$ cat config.mk
export PLATFORM = sky130hd
export DESIGN_NAME = gds_mul
export DESIGN_NICKNAME = d
export VERILOG_FILES = /design/src/design/gds_mul.sv
export SDC_FILE = /design/constraint.sdc
export NUM_CORES = 2
export LEC_CHECK = 0
export ABC_AREA = 1
export ABC_CLOCK_PERIOD_IN_PS = 18800
export CORE_AREA = 10 10 290 292
export CTS_CLUSTER_SIZE = 8
export DETAILED_ROUTE_END_ITERATION = 7
export DIE_AREA = 0 0 300 302
export DONT_BUFFER_PORTS = 1
export SYNTH_ARGS = -nofsm -noshare
export SYNTH_HDL_FRONTEND = slang
export SYNTH_SLANG_ARGS = --single-unit
$ cat constraint.sdc
create_clock -name i_clk -period 18.8 [get_ports i_clk]
set_clock_uncertainty 0.05 [all_clocks]
set_input_delay 3.76 -clock i_clk [delete_from_list [all_inputs] [get_ports i_clk]]
set_output_delay 3.76 -clock i_clk [all_outputs]
set_load 0.1 [all_outputs]
$ cat src/design/gds_mul.sv
// ----------------------------------------------------------------------------
// gds_mul
// Shared 33x32 multiplier with registered product. Bit 32 of a is only ever
// set with the low bits clear (the value 2^32), so it costs an add of b<<32.
// ----------------------------------------------------------------------------
module gds_mul (
    input  logic        i_clk,
    input  logic [32:0] i_a,
    input  logic [31:0] i_b,
    output logic [64:0] o_p
);

    logic [63:0] w_lo;
    logic [64:0] w_hi;
    logic [64:0] r_p;

    assign w_lo = 64'(i_a[31:0]) * 64'(i_b);
    assign w_hi = i_a[32] ? {1'b0, i_b, 32'd0} : 65'd0;

    always_ff @(posedge i_clk) begin
        r_p <= {1'b0, w_lo} + w_hi;
    end

    assign o_p = r_p;

endmodule

==> impl_metrics.toml <==
[placed_design]
gp_congestion = 0.963
dpl.cell_count = 6012
place_ws_ns = 8.69
hpwl_um = 89300
io_buffers = 0

[die]
core_area_um2 = 78400
die_h_um = 302
io_pins = 131
rows = 103
dieArea_um2 = 90600
die_w_um = 300
start_util = 0.493

[setup_path]
worst-setup-path-type = "input pin to flip-flop"
critPathLaunchType = "input pin"
cp_slowest_stage_delay_ns = 0.59
slowest_stage = "fa_1"
crit_required_ns = 18.99
path_buf_inv = 8
crit_arrival_ns = 9.99
cp_max_fo = 33
critPathTopFamily = "adder cells"
end_kind = "flip-flop"

[yosys]
yosysTopAreaCell = "fa_1"
synth_edf_count = 0
ys_ff_latch = 65
synthTopCellsByArea = "fa_1, inv_1, nand2_1, ha_1, dfxtp_1"
ys_types = 25
ys_seq_area_frac = 0.0337
yosysMostFrequentCell = "inv_1"
synth_cells = 5189
synthFlopType = "dfxtp_1"
synth_warnings = 0
synth_top_area_frac = 0.482
syn_area_per_cell_um2 = 7.45
synthesis.nets = 6460
yosys-top-cells-count = "inv_1, nand2_1, fa_1, ha_1, clkbuf_1"
netlist_area_um2 = 38700
async_reset_ff_frac = 0

[clock_network]
cts.sink_count = 65
htree_levels = 3
cts_root_buf = "clkbuf_16"
path_clk_slew_ns = 0.06
cts_resized = 0
cts_setup_buffers = 0
cts_made_buffers = 9
cts_tree = "yes"
postCtsHoldBufs = 0
clockBufferDepth = 2

[routing]
drc = 2
ant_nets = 0
wire_per_inst_um = 17.6
dr.pass1.iters = 8
drtIter0Drc = 1707
via_per_inst = 4.84
vias = 29200
wirelength_um = 106000

[sta]
hold_viol = 0
timing.final.crit_period_ns = 9.81
hold_ws_ns = 3.48
slew_viol_final = 0
max_freq_mhz = 102
setup_violations = 0
rsz0062_at_grt = "false"
worst_slack_ns = 8.99
relSlewSlack = 0.267
tns_ns = 0
fin_crit_sh = 0.522
tightest_slew_ns = 1.10

[cells_and_area]
post_route_cells_drive_above_1_share = 0.0149
syn_to_final_growth_pct = 2.06
n_antenna_cell = 0
fillers = 7934
largest_reg_flops = 65
fin_nets = 6244
instances_no_fill = 6028

[run_status]
status = "complete, but fails checks"
violations = "DRC"

[global_route]
antenna_found_initial = 0
grt_pass1_wl_um = 174000
grt_pass1_vias = 31300
grt_use_total = 0.243
grt_max_degree = 34
grt_overflow = 0

[run]
cap_violations = 0

[hold_path]
hold_class = "input pin to flip-flop"
logic make-up (layout without fill, tap and decap cells):
| logic type | Yosys count | after routing | synth area share |
|---|---|---|---|
| buffers and inverters | 2025 | 1814 | 0.197 |
| and+or+nand+nor | 1798 | 1798 | 0.182 |
| adders and majority gates | 1205 | 1205 | 0.571 |
| DFF | 65 | 65 | 0.0337 |
| AOI/OAI and AO/OA | 62 | 62 | 0.00884 |
| xor gates and xnor gates | 34 | 34 | 0.00770 |
layer usage:
metal	GRT usage	vias to the layer above	wire length, um
li1	-	13600	-
met3	0.0261	119	5140
met2	0.437	717	54300
met4	0.0424	0	1960
met5	0	-	0
met1	0.317	14800	44400
cells in the final DEF (no fill, tap or decap), types with 7 or more instances in the layout:
master,synthesis,final
nand2_1,1593,1593
a21oi_1,45,45
nand4_1,14,14
dfxtp_1,65,65
xor2_1,33,33
fa_1,930,930
nor2_2,14,14
o21bai_1,10,10
clkbuf_16,0,9
nand3_1,49,49
ha_1,275,275
nor2_1,89,89
nand2_2,11,11
inv_2,13,13
inv_1,1784,1784
nor3_2,7,7
area by class of cell:
type                    instances  area [um^2]  area share
clock buffers                   9          225     0.00571
clock inverters                 7          109     0.00276
inverters                    1798         6750       0.171
multi-input cells            3099        29800       0.754
flip-flops and latches         65         1300      0.0330
well taps                    1050         1310      0.0333
final timing paths:
check	startpoint	end	slack, ns	depth (start not counted)
worst min-delay path	i_b[0]	o_p[0]	3.48	2
worst max-delay path	i_b[17]	o_p[64]	8.99	26
per-stage QoR:
step	area [um^2]	utilization
2_1_floorplan	38700	-
6_report	39500	0.503
4_1_cts	39500	0.503
5_1_grt	39500	0.503
3_3_place_gp	39100	0.499
3_5_place_dp	39100	0.499
Power is not shown: default switching activity piles up to over one toggle a cycle in this logic, so the estimate is an artifact.
