[src/design/gds_pkg.sv]
// ----------------------------------------------------------------------------
// gds_pkg
// Shared constants, types and the exp table generator for the density sweep.
// ----------------------------------------------------------------------------
package gds_pkg;

    localparam int EXP_TABLE_DEPTH = 256;
    localparam int IDX_W = $clog2(EXP_TABLE_DEPTH + 1);

    // restoring divider geometry
    localparam int DIV_W = 31;
    localparam int DVS_W = 15;
    localparam int CNT_W = $clog2(DIV_W);

    // round(2^24/sqrt(2*3.1416)) scaled by 2^8
    localparam logic [DIV_W-1:0] PEAK_NUM = DIV_W'(6693133 * 256);

    // configuration register indexes
    localparam int CFG_AW = 3;
    localparam logic [CFG_AW-1:0] CFG_MEAN  = 3'd0;
    localparam logic [CFG_AW-1:0] CFG_SIGMA = 3'd1;
    localparam logic [CFG_AW-1:0] CFG_START = 3'd2;
    localparam logic [CFG_AW-1:0] CFG_END   = 3'd3;
    localparam logic [CFG_AW-1:0] CFG_STEP  = 3'd4;

    typedef struct packed {
        logic busy;
        logic done;
    } t_div_stat;

    // floor(num/den) by shift and subtract, used only to build the table
    function automatic longint unsigned udiv64(input longint unsigned num,
                                               input longint unsigned den);
        longint unsigned quo;
        longint unsigned rem;
        quo = 0;
        rem = 0;
        for (int b = 63; b >= 0; b--) begin
            rem = {rem[62:0], num[b]};
            quo = quo << 1;
            if (rem >= den) begin
                rem = rem - den;
                quo = quo | 64'd1;
            end
        end
        return quo;
    endfunction

    // 2^32*exp(-k/D), Taylor series in Q.40 rounded to Q.32
    function automatic logic [32:0] exp_entry(input int unsigned k);
        longint          sum;
        longint unsigned t;
        longint unsigned i;
        longint unsigned kk;
        sum = longint'(1) << 40;
        t   = longint'(1) << 40;
        i   = 1;
        kk  = longint'(k);
        while (t != 0 && i < 200) begin
            t = udiv64(t * kk, longint'(EXP_TABLE_DEPTH) * i);
            if (i[0]) begin
                sum = sum - longint'(t);
            end else begin
                sum = sum + longint'(t);
            end
            i = i + 1;
        end
        if (sum < 0) begin
            sum = 0;
        end
        return 33'((longint'(sum) + 128) >>> 8);
    endfunction

    // exp(-1) in Q.32
    localparam logic [31:0] EXP_LAST = 32'(exp_entry(EXP_TABLE_DEPTH));

endpackage

[src/design/gds_div.sv]
// ----------------------------------------------------------------------------
// gds_div
// Restoring divider, one quotient bit per cycle.
// ----------------------------------------------------------------------------
module gds_div (
    input  logic                        i_clk,
    input  logic                        i_rst_n,
    input  logic                        i_start,
    input  logic [gds_pkg::DIV_W-1:0]   i_dividend,
    input  logic [gds_pkg::DVS_W-1:0]   i_divisor,
    output logic [gds_pkg::DIV_W-1:0]   o_quo,
    output gds_pkg::t_div_stat          o_stat
);

    logic                        r_busy;
    logic                        r_done;
    logic [gds_pkg::CNT_W-1:0]   r_cnt;
    logic [gds_pkg::DIV_W-1:0]   r_quo;
    logic [gds_pkg::DVS_W-1:0]   r_rem;
    logic [gds_pkg::DVS_W-1:0]   r_dvs;

    logic [gds_pkg::DVS_W:0]     w_trial;
    logic [gds_pkg::DVS_W:0]     w_diff;
    logic                        w_ge;

    assign w_trial = {r_rem, r_quo[gds_pkg::DIV_W-1]};
    assign w_ge    = (w_trial >= {1'b0, r_dvs});
    assign w_diff  = w_trial - {1'b0, r_dvs};

    always_ff @(posedge i_clk) begin
        if (!i_rst_n) begin
            r_busy <= 1'b0;
            r_done <= 1'b0;
        end else begin
            r_done <= 1'b0;
            if (i_start && !r_busy) begin
                r_busy <= 1'b1;
                r_cnt  <= gds_pkg::CNT_W'(gds_pkg::DIV_W - 1);
                r_quo  <= i_dividend;
                r_rem  <= '0;
                r_dvs  <= i_divisor;
            end else if (r_busy) begin
                r_quo <= {r_quo[gds_pkg::DIV_W-2:0], w_ge};
                r_rem <= w_ge ? w_diff[gds_pkg::DVS_W-1:0] : w_trial[gds_pkg::DVS_W-1:0];
                if (r_cnt == '0) begin
                    r_busy <= 1'b0;
                    r_done <= 1'b1;
                end else begin
                    r_cnt <= r_cnt - 1'b1;
                end
            end
        end
    end

    assign o_quo       = r_quo;
    assign o_stat.busy = r_busy;
    assign o_stat.done = r_done;

endmodule

[config.mk]
export PLATFORM = sky130hd
export DESIGN_NAME = gds_div
export DESIGN_NICKNAME = d
export VERILOG_FILES = /design/src/design/gds_pkg.sv /design/src/design/gds_div.sv
export SDC_FILE = /design/constraint.sdc
export NUM_CORES = 1
export LEC_CHECK = 0
export BUFFER_PORTS_ARGS = -buffer_cell sky130_fd_sc_hd__buf_4
export CORE_MARGIN = 1
export CORE_UTILIZATION = 54
export CTS_CLUSTER_DIAMETER = 40
export DETAILED_ROUTE_END_ITERATION = 10
export GPL_ROUTABILITY_DRIVEN = 0
export HOLD_SLACK_MARGIN = 0.1
export PLACE_DENSITY = 0.86
export SETUP_SLACK_MARGIN = 0.4
export SKIP_CTS_REPAIR_TIMING = 1
export SLEW_MARGIN = 20
export SYNTH_ARGS = -nofsm -noshare
export SYNTH_HDL_FRONTEND = slang
export SYNTH_SLANG_ARGS = --single-unit
[constraint.sdc]
create_clock -name i_clk -period 2.5 [get_ports i_clk]
set_input_delay 0.75 -clock i_clk [delete_from_list [all_inputs] [get_ports i_clk]]
set_output_delay 0.75 -clock i_clk [all_outputs]
set_load 0.02 [all_outputs]
==> impl_metrics.ini <==
[detailed_routing]
avgViaCountPerCell = 5.64
via_count = 3028
drt_iter0_drc = 230
wirelength_mm = 8.82
drc_errors = 2
avgRoutedWirePerCell_um = 16.4
ant_nets = 0
first_pass_iters = 8

[power_and_ir_drop]
share_comb_of_total_power = 0.331
p_switching_mw = 1.09
intPower_mw = 2.40
p_leak_nw = 2.16
pwr-share-seq = 0.416
p_sw_frac = 0.311
powerDensity_nw_per_um2 = 718
clkPwrFrac = 0.253
power_mw = 3.49
vdd_drop_max_mv = 0.764

[yosys]
synth_top_area_frac = 0.543
syn_nets = 418
synth-seq-cells = 68
synthTopCellsByArea = edfxtp_1 54%, nand2_1 11%, ha_1 5.5%, nor2_1 2.5%, inv_1 2.2%
synth_top_area_cell = edfxtp_1
synthDistinctLibCells = 50
synth-async-reset-ratio = 0
syn_area_um2 = 3650
synth_cells = 352
synth_ff_type = edfxtp_1
synth_edf_count = 66
yosysSeqAreaShare = 0.554
yosys_warnings = 0
syn_area_per_cell_um2 = 10.4

[worst_setup_path]
crit_start = o_quo[30]
cp_max_fo = 4
end_kind = register
crit_required_ns = 2.59
crit_path_start_kind = register
regToRegEndpoint = r_rem[5]
arrival_ns = 2.39
r2r_start = o_quo[30]
r2r_slack_ns = 0.19
r2r_cells = 11
crit_end = r_rem[5]
crit_type = reg2reg

[layout]
final_cell_count_no_fill = 537
area_growth_pct = 33.3
mostFrequentLayoutCell = nand2_1
diodes = 0
layout.nets = 521
final_cell_mix = 107 x nand2_1, 100 x buf_4, 66 x edfxtp_1
post_route_cells_drive_above_1_share = 0.343
utilization = 0.757

[outcome]
violations = design-rule violations
status = complete, but fails checks

[sta]
finalSetupViolCount = 0
post-route-min-period_ns = 2.31
max_freq_mhz = 433
finalCritPeriodShare = 0.923
fin_skew_ns = 0.00632
finalSetupTns_ns = 0
whs_ns = 0.552
max-slew-margin-rel = 0.617
tightest_slew_ns = 0.572
finalHoldViolCount = 0
rsz0062_at_grt = true
slew_viol_final = 0

[clock_tree]
clock-sinks = 68
cts_htree_levels = 3
cts_tree = yes
numCtsBuffers = 9
clk_latency_ns = 0.34
clkTransAtPathRegs_ns = 0.07
clock-root-buffer = clkbuf_8
clockBufferDepth = 2

[floorplanning]
die_h_um = 84.2
io_pins = 82
die_area_um2 = 7090
initial_core_util = 0.568
die_w_um = 84.2
rows = 29
core_area_um2 = 6420

[global_route]
grt_usage = 0.236
grt_pass1_wl_mm = 12.9
grt_max_degree = 28
gr-total-overflow = 0
antenna_found_initial = 0
grt_pass1_vias = 2833

[run]
max-cap-violations = 0

[placed_design]
hpwl_mm = 5.64
dp_cells = 507
io_buffers = 81

[worst_hold_path]
hold_path_class = reg2reg
## worst min-delay path by stage
stage | depth (start not counted) | to | start
2_1_floorplan | 1 | r_busy | r_busy
3_3_place_gp | 2 | o_quo[27] | o_quo[26]
3_5_place_dp | 2 | o_quo[21] | o_quo[20]
4_1_cts | 2 | o_quo[8] | o_quo[7]
5_1_grt | 2 | o_quo[8] | o_quo[7]
6_report | 2 | o_quo[8] | o_quo[7]
## per-layer routing
layer,GRT usage,wire (um)
met2,0.390,4360
met1,0.291,3620
met4,0.0752,127
met5,0,0
met3,0.0846,712
## power by group through the flow
stage                     sequential (mW)  clock (mW)  combinational, mW
after detailed placement             1.47           0              0.897
after global placement               1.46           0              0.870
final                                1.45       0.883               1.16
after global routing                 1.46       0.940               1.24
after floorplan                      1.50           0              0.593
after CTS                            1.44       0.893              0.900
## stage by stage
step	setup slack, ns	instance area [um^2]
floorplan	0.201	3670
global placement	0.203	4380
detailed placement	0.106	4380
CTS	0.0931	4570
global route	0.0697	4860
finish	0.192	4860
## cells by family after synthesis
logic type / Yosys count / synth area share
xor+xnor: 11 / 0.0264
fa+ha+maj: 17 / 0.0604
mux: 7 / 0.0192
simple gates: 155 / 0.176
compound gates: 58 / 0.118
buf+inv: 36 / 0.0453
flops: 68 / 0.554
## flip-flops by register name (all words and copies together), names as in the netlist
| signal | count |
|---|---|
| o_quo | 31 |
| r_busy | 1 |
| r_cnt | 5 |
| r_done | 1 |
| r_dvs | 15 |
| r_rem | 15 |
## area by class of cell
type | count | area, um^2
Multi-Input combinational cell | 248 | 1620
Timing Repair Buffer | 107 | 847
Clock inverter | 7 | 66.3
Sequential cell | 68 | 2020
Tap cell | 77 | 96.3
Clock buffer | 9 | 124
Fill cell | 398 | 1560
Inverter | 21 | 82.6
## worst max-delay path, stage by stage, from the launching register on
cell and delay [ns]:
edfxtp_1 0.40, inv_2 0.06, ha_4 0.16, fa_2 0.34
nand2b_4 0.18, a21oi_4 0.14, o21ai_2 0.07, a21oi_2 0.18
buf_4 0.15, buf_6 0.12, mux2i_1 0.20, nor2_1 0.06
## cell usage after synthesis, types with 2 or more instances
cell         n
and2_1       3
o21ai_1      2
and4_1       2
nand2_1    107
mux2i_1      7
a21oi_2      2
a21oi_1     10
nand4_1      3
buf_4        6
o21ai_0      7
dfxtp_1      2
o22ai_1      3
o2bb2ai_1    2
edfxtp_1    66
a31oi_1      3
nor2b_1      2
xnor2_1      8
nor2_1      24
o21a_1       4
xor2_1       3
a21o_1       6
clkbuf_1     8
nand2b_1     2
inv_1       21
a211oi_1     4
ha_1        16
nor3_1       6
Note: power is estimated with default switching activity, not from simulation.
